<file path="config.mk">
export PLATFORM = sky130hd
export DESIGN_NAME = prime_lister_trial_division
export DESIGN_NICKNAME = d
export VERILOG_FILES = /design/src/hw/rtl/pltd_pkg.sv /design/src/hw/rtl/prime_lister_trial_division.sv /design/src/hw/rtl/pltd_ctrl.sv /design/src/hw/rtl/pltd_dpath.sv
export VERILOG_INCLUDE_DIRS = /design/src /design/src/hw/rtl
export SDC_FILE = /design/constraint.sdc
export NUM_CORES = 1
export LEC_CHECK = 0
export BUFFER_PORTS_ARGS = -buffer_cell sky130_fd_sc_hd__buf_2
export CAP_MARGIN = 20
export CORE_MARGIN = 10
export CORE_UTILIZATION = 54
export DETAILED_ROUTE_END_ITERATION = 6
export GPL_ROUTABILITY_DRIVEN = 0
export PLACE_DENSITY = 0.81
export SYNTH_ARGS = -nofsm -noshare
export SYNTH_HDL_FRONTEND = slang
export SYNTH_SLANG_ARGS = --single-unit
</file>
<file path="constraint.sdc">
create_clock -name clock -period 2.2 [get_ports clock]
set_clock_uncertainty 0.1 [all_clocks]
set_input_delay 0.22 -clock clock [delete_from_list [all_inputs] [get_ports clock]]
set_output_delay 0.22 -clock clock [all_outputs]
set_load 0.05 [all_outputs]
</file>
<file path="src/hw/rtl/prime_lister_trial_division_assert.svh">
// assertion macros for the prime lister
`ifndef PRIME_LISTER_TRIAL_DIVISION_ASSERT_SVH
`define PRIME_LISTER_TRIAL_DIVISION_ASSERT_SVH

// same-cycle implication
`define PLTD_ASSERT_NOW(label, clk, rst, ante, cons) \
   label: assert property (@(posedge clk) disable iff (rst) (ante) |-> (cons)) \
      else $error("pltd assertion failed");

// next-cycle implication
`define PLTD_ASSERT_NEXT(label, clk, rst, ante, cons) \
   label: assert property (@(posedge clk) disable iff (rst) (ante) |=> (cons)) \
      else $error("pltd assertion failed");

`endif

</file>
<file path="src/hw/rtl/pltd_pkg.sv">
`timescale 1ns / 1ps

package pltd_pkg;

   localparam int FIELD_WIDTH = 8;

   typedef enum logic [2:0] {
      ST_IDLE,
      ST_CHECK,
      ST_TEST,
      ST_DIVIDE,
      ST_REMAIN,
      ST_PRIME,
      ST_NEXT
   } state_type;

   typedef struct packed {
      logic load;
      logic dec_cand;
      logic init_div;
      logic inc_div;
      logic rem_start;
      logic rem_step;
      logic emit_prime;
      logic emit_bad;
   } cmd_type;

   typedef struct packed {
      logic cand_lt2;
      logic cand_is_two;
      logic div_eq_cand;
      logic rem_zero;
      logic rem_last;
   } status_type;

endpackage

</file>
<file path="src/hw/rtl/prime_lister_trial_division.sv">
`timescale 1ns / 1ps
// each trial divisor runs the bit-serial remainder loop; a beat is strobed the cycle after its prime
// one limit at a time: start is taken only in idle, once the last beat of a list is out
// the receiver cannot stall: every beat shows for exactly one cycle
// synchronous reset clears the controller and the strobe; no clearing pass

module prime_lister_trial_division #(
   parameter int VALUE_WIDTH = 8
) (
   input  logic                             clock,
   input  logic                             reset,
   input  logic                             start,
   output logic                             busy,
   input  logic [pltd_pkg::FIELD_WIDTH-1:0] req_limit,
   output logic                             rsp_strobe,
   output logic [pltd_pkg::FIELD_WIDTH-1:0] rsp_prime_value,
   output logic                             rsp_is_last,
   output logic                             rsp_bad_limit
);

`include "prime_lister_trial_division_assert.svh"

   pltd_pkg::cmd_type    cmd;
   pltd_pkg::status_type status;

   pltd_ctrl u_ctrl (
      .clock  (clock),
      .reset  (reset),
      .start  (start),
      .busy   (busy),
      .status (status),
      .cmd    (cmd)
   );

   pltd_dpath #(
      .VALUE_WIDTH (VALUE_WIDTH)
   ) u_dpath (
      .clock           (clock),
      .reset           (reset),
      .cmd             (cmd),
      .req_limit       (req_limit),
      .status          (status),
      .rsp_strobe      (rsp_strobe),
      .rsp_prime_value (rsp_prime_value),
      .rsp_is_last     (rsp_is_last),
      .rsp_bad_limit   (rsp_bad_limit)
   );

   `PLTD_ASSERT_NOW(a_bad_is_last, clock, reset, rsp_strobe && rsp_bad_limit, rsp_is_last)
   `PLTD_ASSERT_NOW(a_last_is_two, clock, reset, rsp_strobe && !rsp_bad_limit, rsp_is_last == (rsp_prime_value == 8'd2))
   `PLTD_ASSERT_NEXT(a_start_busy, clock, reset, start && !busy, busy)
   `PLTD_ASSERT_NOW(a_last_idle, clock, reset, rsp_strobe && rsp_is_last, !busy)

endmodule

</file>
<file path="src/hw/rtl/pltd_ctrl.sv">
`timescale 1ns / 1ps

module pltd_ctrl (
   input  logic                   clock,
   input  logic                   reset,
   input  logic                   start,
   output logic                   busy,
   input  pltd_pkg::status_type   status,
   output pltd_pkg::cmd_type      cmd
);

   pltd_pkg::state_type state_ff, state_in;

   always_ff @(posedge clock) begin
      if (reset) begin
         state_ff <= pltd_pkg::ST_IDLE;
      end else begin
         state_ff <= state_in;
      end
   end

   always_comb begin
      state_in = state_ff;
      unique case (state_ff)
         pltd_pkg::ST_IDLE: begin
            if (start) state_in = pltd_pkg::ST_CHECK;
         end
         pltd_pkg::ST_CHECK: begin
            state_in = status.cand_lt2 ? pltd_pkg::ST_IDLE : pltd_pkg::ST_TEST;
         end
         pltd_pkg::ST_TEST: begin
            state_in = status.div_eq_cand ? pltd_pkg::ST_PRIME : pltd_pkg::ST_DIVIDE;
         end
         pltd_pkg::ST_DIVIDE: begin
            if (status.rem_last) state_in = pltd_pkg::ST_REMAIN;
         end
         pltd_pkg::ST_REMAIN: begin
            state_in = status.rem_zero ? pltd_pkg::ST_NEXT : pltd_pkg::ST_TEST;
         end
         pltd_pkg::ST_PRIME: begin
            state_in = status.cand_is_two ? pltd_pkg::ST_IDLE : pltd_pkg::ST_NEXT;
         end
         pltd_pkg::ST_NEXT: begin
            state_in = pltd_pkg::ST_TEST;
         end
         default: begin
            state_in = pltd_pkg::ST_IDLE;
         end
      endcase
   end

   always_comb begin
      cmd  = '0;
      busy = (state_ff != pltd_pkg::ST_IDLE);
      unique case (state_ff)
         pltd_pkg::ST_IDLE: begin
            cmd.load = start;
         end
         pltd_pkg::ST_CHECK: begin
            cmd.emit_bad = status.cand_lt2;
            cmd.init_div = ~status.cand_lt2;
         end
         pltd_pkg::ST_TEST: begin
            cmd.rem_start = ~status.div_eq_cand;
         end
         pltd_pkg::ST_DIVIDE: begin
            cmd.rem_step = 1'b1;
         end
         pltd_pkg::ST_REMAIN: begin
            cmd.inc_div = ~status.rem_zero;
         end
         pltd_pkg::ST_PRIME: begin
            cmd.emit_prime = 1'b1;
         end
         pltd_pkg::ST_NEXT: begin
            cmd.dec_cand = 1'b1;
            cmd.init_div = 1'b1;
         end
         default: begin
            cmd = '0;
         end
      endcase
   end

endmodule

</file>
<file path="src/hw/rtl/pltd_dpath.sv">
`timescale 1ns / 1ps

module pltd_dpath #(
   parameter int VALUE_WIDTH = 8
) (
   input  logic                                clock,
   input  logic                                reset,
   input  pltd_pkg::cmd_type                   cmd,
   input  logic [pltd_pkg::FIELD_WIDTH-1:0]    req_limit,
   output pltd_pkg::status_type                status,
   output logic                                rsp_strobe,
   output logic [pltd_pkg::FIELD_WIDTH-1:0]    rsp_prime_value,
   output logic                                rsp_is_last,
   output logic                                rsp_bad_limit
);

   localparam int CNT_W = $clog2(VALUE_WIDTH);

   logic [VALUE_WIDTH-1:0]           cand_ff, cand_in;
   logic [VALUE_WIDTH-1:0]           div_ff, div_in;
   logic [VALUE_WIDTH-1:0]           rem_ff, rem_in;
   logic [VALUE_WIDTH-1:0]           sh_ff, sh_in;
   logic [CNT_W-1:0]                 cnt_ff, cnt_in;
   logic                             strobe_ff, strobe_in;
   logic [pltd_pkg::FIELD_WIDTH-1:0] value_ff, value_in;
   logic                             last_ff, last_in;
   logic                             bad_ff, bad_in;

   logic [VALUE_WIDTH:0]             trial;
   logic [VALUE_WIDTH:0]             diff;
   logic                             fits;
   logic [VALUE_WIDTH-1:0]           rem_next;

   // one restoring remainder step per cycle
   assign trial    = {rem_ff, sh_ff[VALUE_WIDTH-1]};
   assign diff     = trial - {1'b0, div_ff};
   assign fits     = (trial >= {1'b0, div_ff});
   assign rem_next = fits ? diff[VALUE_WIDTH-1:0] : trial[VALUE_WIDTH-1:0];

   always_comb begin
      cand_in = cand_ff;
      div_in  = div_ff;
      rem_in  = rem_ff;
      sh_in   = sh_ff;
      cnt_in  = cnt_ff;
      if (cmd.load) cand_in = req_limit[VALUE_WIDTH-1:0];
      if (cmd.dec_cand) cand_in = cand_ff - VALUE_WIDTH'(1);
      if (cmd.init_div) div_in = VALUE_WIDTH'(2);
      if (cmd.inc_div) div_in = div_ff + VALUE_WIDTH'(1);
      if (cmd.rem_start) begin
         rem_in = '0;
         sh_in  = cand_ff;
         cnt_in = CNT_W'(VALUE_WIDTH - 1);
      end
      if (cmd.rem_step) begin
         rem_in = rem_next;
         sh_in  = sh_ff << 1;
         cnt_in = cnt_ff - CNT_W'(1);
      end
   end

   always_comb begin
      strobe_in = cmd.emit_prime | cmd.emit_bad;
      value_in  = cmd.emit_bad ? '0 : (pltd_pkg::FIELD_WIDTH)'(cand_ff);
      last_in   = cmd.emit_bad | status.cand_is_two;
      bad_in    = cmd.emit_bad;
   end

   always_ff @(posedge clock) begin
      cand_ff  <= cand_in;
      div_ff   <= div_in;
      rem_ff   <= rem_in;
      sh_ff    <= sh_in;
      cnt_ff   <= cnt_in;
      value_ff <= value_in;
      last_ff  <= last_in;
      bad_ff   <= bad_in;
   end

   always_ff @(posedge clock) begin
      if (reset) begin
         strobe_ff <= 1'b0;
      end else begin
         strobe_ff <= strobe_in;
      end
   end

   always_comb begin
      status.cand_lt2    = (cand_ff < VALUE_WIDTH'(2));
      status.cand_is_two = (cand_ff == VALUE_WIDTH'(2));
      status.div_eq_cand = (div_ff == cand_ff);
      status.rem_zero    = (rem_ff == '0);
      status.rem_last    = (cnt_ff == '0);
   end

   assign rsp_strobe      = strobe_ff;
   assign rsp_prime_value = value_ff;
   assign rsp_is_last     = last_ff;
   assign rsp_bad_limit   = bad_ff;

endmodule
</file>
==> flow_summary.ini <==
[die]
fp.dieArea_um2 = 8520
die-width_um = 92.3
num_rows = 26
die_h_um = 92.3
initial_core_util_pct = 55.6
num_io_pins = 23
floorplan.core_area_um2 = 5070

[detailed_routing]
drt-pass1-iter-count = 5
detail_route.drc_violations = 0
antenna_violating_nets_remaining = 0
met2WireLength_um = 3400
routedLengthMet1_um = 2920
drt-vias-per-instance = 5.65
drt-initial-drc-count = 251
wl_met3_um = 360
drt-total-wl_um = 6830
wire_per_inst_um = 16.5
via_count = 2333
top_signal_layer_used = met4

[global_route]
antenna_found_initial = 0
grt_usage_pct = 15.5
globalRoute.totalOverflow = 0
grt_pass1_wl_um = 10800
grt_pass1_vias = 2257
grt_max_degree = 19

[final_layout]
drive_gt1_share_pct = 31.2
areaGrowthSynthToFinish_pct = 24.1
final_common_cell = buf_4
layout.cell_area.non_filler_um2 = 3500
diodes = 0
finalNetCount = 367
final_cells = 413
mostFrequentLayoutCells = buf_4, edfxtp_1, nand2_1, inv_1, nor2_1

[worst_setup_path]
rr_startpoint = u_dpath.rem_ff[5]
worst_path_max_delay_cell = edfxtp_1
timing.critical_path.cells = ha_4, and4_4, nand2_1, o221ai_2, buf_6, mux2i_2, nor2_1
timing.critical_path.max_delay_family = flip-flops
worst_ep_arrival_time_ns = 2.12
worst_setup_path_start_kind = flop
cp.buffers_inverters = 1
rr_endpoint = u_dpath.rem_ff[4]
cp.required_ns = 2.17
setup.worst_path.end = u_dpath.rem_ff[4]
timing.critical_path.fanout_max = 8
crit_type = reg -> reg
worstSetupPathDepth = 7
ff_to_ff_setup_slack_ns = 0.05
crit_path_max_incr_delay_ns = 0.48
reg2reg_depth = 7
worst_setup_path_end_kind = flop
startpoint = u_dpath.rem_ff[5]

[run]
cap_viol_max_count = 0

[placed_design]
buffer_ports.inserted = 22
dp_worst_setup_slack_ns = -0.0649
dp.cells = 387
hpwlAfterDp_um = 4640
dpl_cell_area_um2 = 3160

[pwr]
total_power_uw = 2650
power-per-cell-area_nw_per_um2 = 755
worst_ir_drop_vdd_mv = 0.382
leakagePower_uw = 0.00146

[timing]
final_hold_viol_count = 0
setup_viol = 0
fmax_mhz = 466
timing.max_slew.rel_slack_pct = 68.8
post-route-period-util_pct = 97.6
rsz0062_at_grt = yes
hold-worst-slack_ns = 0.00777
setup_ws_ns = 0.0530
layout_min_cycle_time_ns = 2.15
tightest_slew_ns = 0.468
final_max_slew_viol_count = 0

[yosys]
netlist_instances = 286
async_reset_ff_share_pct = 0
synth_area_um2 = 2820
post_synth_num_cell_types = 49
synth.top_cells.by_area = edfxtp_1, dfxtp_1, ha_1, xnor2_1, nand2_1
syn_area_per_cell_um2 = 9.87
netlist.top_cell.by_area = edfxtp_1
postSynthRegisterBits = 49
postSynth.topFlopCell = edfxtp_1
postSynthNetCount = 311
synth_top_area_share_pct = 36.2
number_of_synthesized_flops_with_an_enable_pin = 34
synthesis.yosys.warnings = 0
ys_seq_area_share_pct = 46.8

[clock_tree]
postCtsHoldBufs = 0
cts_tree = yes
clock_insertion_delay_worst_skew_ns = 0.32
cts_root_buf = clkbuf_8
cts_max_level = 2
clkTransAtPathRegs_ns = 0.10
tritoncts.num_buffers = 5
maximum_number_of_buffers_from_clock_root_to_sink = 2
cts_num_sinks = 49

[hold_path]
min_path_type = in -> reg

[run_status]
outcome = completed
==> power breakdown <==
| group | switching [uW] | internal (uW) | leakage (uW) |
|---|---|---|---|
| registers | 73.1 | 1100 | 0.000438 |
| logic | 446 | 357 | 0.000968 |
| clock network | 330 | 341 | 0.0000585 |
| total | 850 | 1800 | 0.00146 |
==> flip-flops by register name, indices dropped and copies added (netlist names) <==
| name | flops |
|---|---|
| u_ctrl.state_ff | 3 |
| u_dpath.cand_ff | 8 |
| u_dpath.cnt_ff | 3 |
| u_dpath.div_ff | 8 |
| u_dpath.rem_ff | 8 |
| u_dpath.rsp_bad_limit | 1 |
| u_dpath.rsp_is_last | 1 |
| u_dpath.rsp_prime_value | 8 |
| u_dpath.rsp_strobe | 1 |
| u_dpath.sh_ff | 8 |
==> cells by family (layout without fill, tap and decap cells) <==
| family | count (synthesis) | in the layout | share of synthesized area, % |
|---|---|---|---|
| AO/OA/AOI/OAI | 56 | 56 | 13.8 |
| adder cells (fa/ha/maj) | 14 | 14 | 6.47 |
| multiplexers | 5 | 5 | 1.77 |
| flip-flops | 49 | 49 | 46.8 |
| XOR/XNOR | 21 | 21 | 6.51 |
| buffers and inverters | 46 | 103 | 6.91 |
| AND/OR/NAND/NOR | 95 | 95 | 17.8 |
==> synth_stat cells (3+ instances only) <==
| cell type | n |
|---|---|
| a211oi_1 | 3 |
| a21oi_1 | 8 |
| a22o_1 | 7 |
| a31oi_1 | 3 |
| buf_2 | 7 |
| clkbuf_1 | 11 |
| dfxtp_1 | 15 |
| edfxtp_1 | 34 |
| ha_1 | 13 |
| inv_1 | 25 |
| mux2i_1 | 5 |
| nand2_1 | 26 |
| nand2b_1 | 5 |
| nand3_1 | 5 |
| nor2_1 | 25 |
| nor2b_1 | 3 |
| nor3_1 | 3 |
| nor4_1 | 6 |
| o21a_1 | 4 |
| o21ai_0 | 16 |
| or2_2 | 8 |
| or3_1 | 5 |
| xnor2_1 | 12 |
| xor2_1 | 9 |
==> timing repair <==
| item | 4_1_cts | 5_1_grt |
|---|---|---|
| gates resized for setup | 5 | 15 |
| pin swaps | 0 | 4 |
| setup buffers | 3 | 15 |
| setup endpoints to repair | 21 | 15 |
==> worst min-delay path by stage <==
stage	cells after the start	endpoint	slack [ns]	from
6_report	2	u_ctrl.state_ff[1]	0.008	reset
5_1_grt	2	u_ctrl.state_ff[1]	0.02	reset
4_1_cts	2	u_ctrl.state_ff[1]	0.009	reset
3_5_place_dp	2	u_ctrl.state_ff[1]	0.34	reset
3_3_place_gp	2	u_ctrl.state_ff[1]	0.33	reset
2_1_floorplan	1	u_ctrl.state_ff[1]	0.19	reset
==> final cells by class <==
class	count	area, um^2
Fill cell	372	1570
Multi-Input combinational cell	191	1420
Sequential cell	49	1320
Timing Repair Buffer	70	474
Inverter	25	93.8
Tap cell	70	87.6
Clock buffer	5	68.8
Clock inverter	3	43.8
==> through the flow <==
step	util (%)	TNS, ns
after floorplan	-	0
after global placement	62.2	-0.0335
after detailed placement	62.2	-0.0649
after CTS	65.5	0
after global routing	69.1	-0.0931
final	69.1	0
==> routing by layer <==
layer  global-route usage (%)  vias to the layer above
li1                         -                     1103
met1                     19.4                     1123
met2                     25.8                       89
met3                     3.39                       18
met4                     5.40                        0
met5                        0                        -
==> worst register-to-register path: stages (launching register included) <==
cell      delay [ns]
edfxtp_1        0.48
ha_4            0.34
and4_4          0.23
nand2_1         0.07
o221ai_2        0.21
buf_6           0.17
mux2i_2         0.24
nor2_1          0.06
Note: power is estimated with default switching activity, not from simulation.
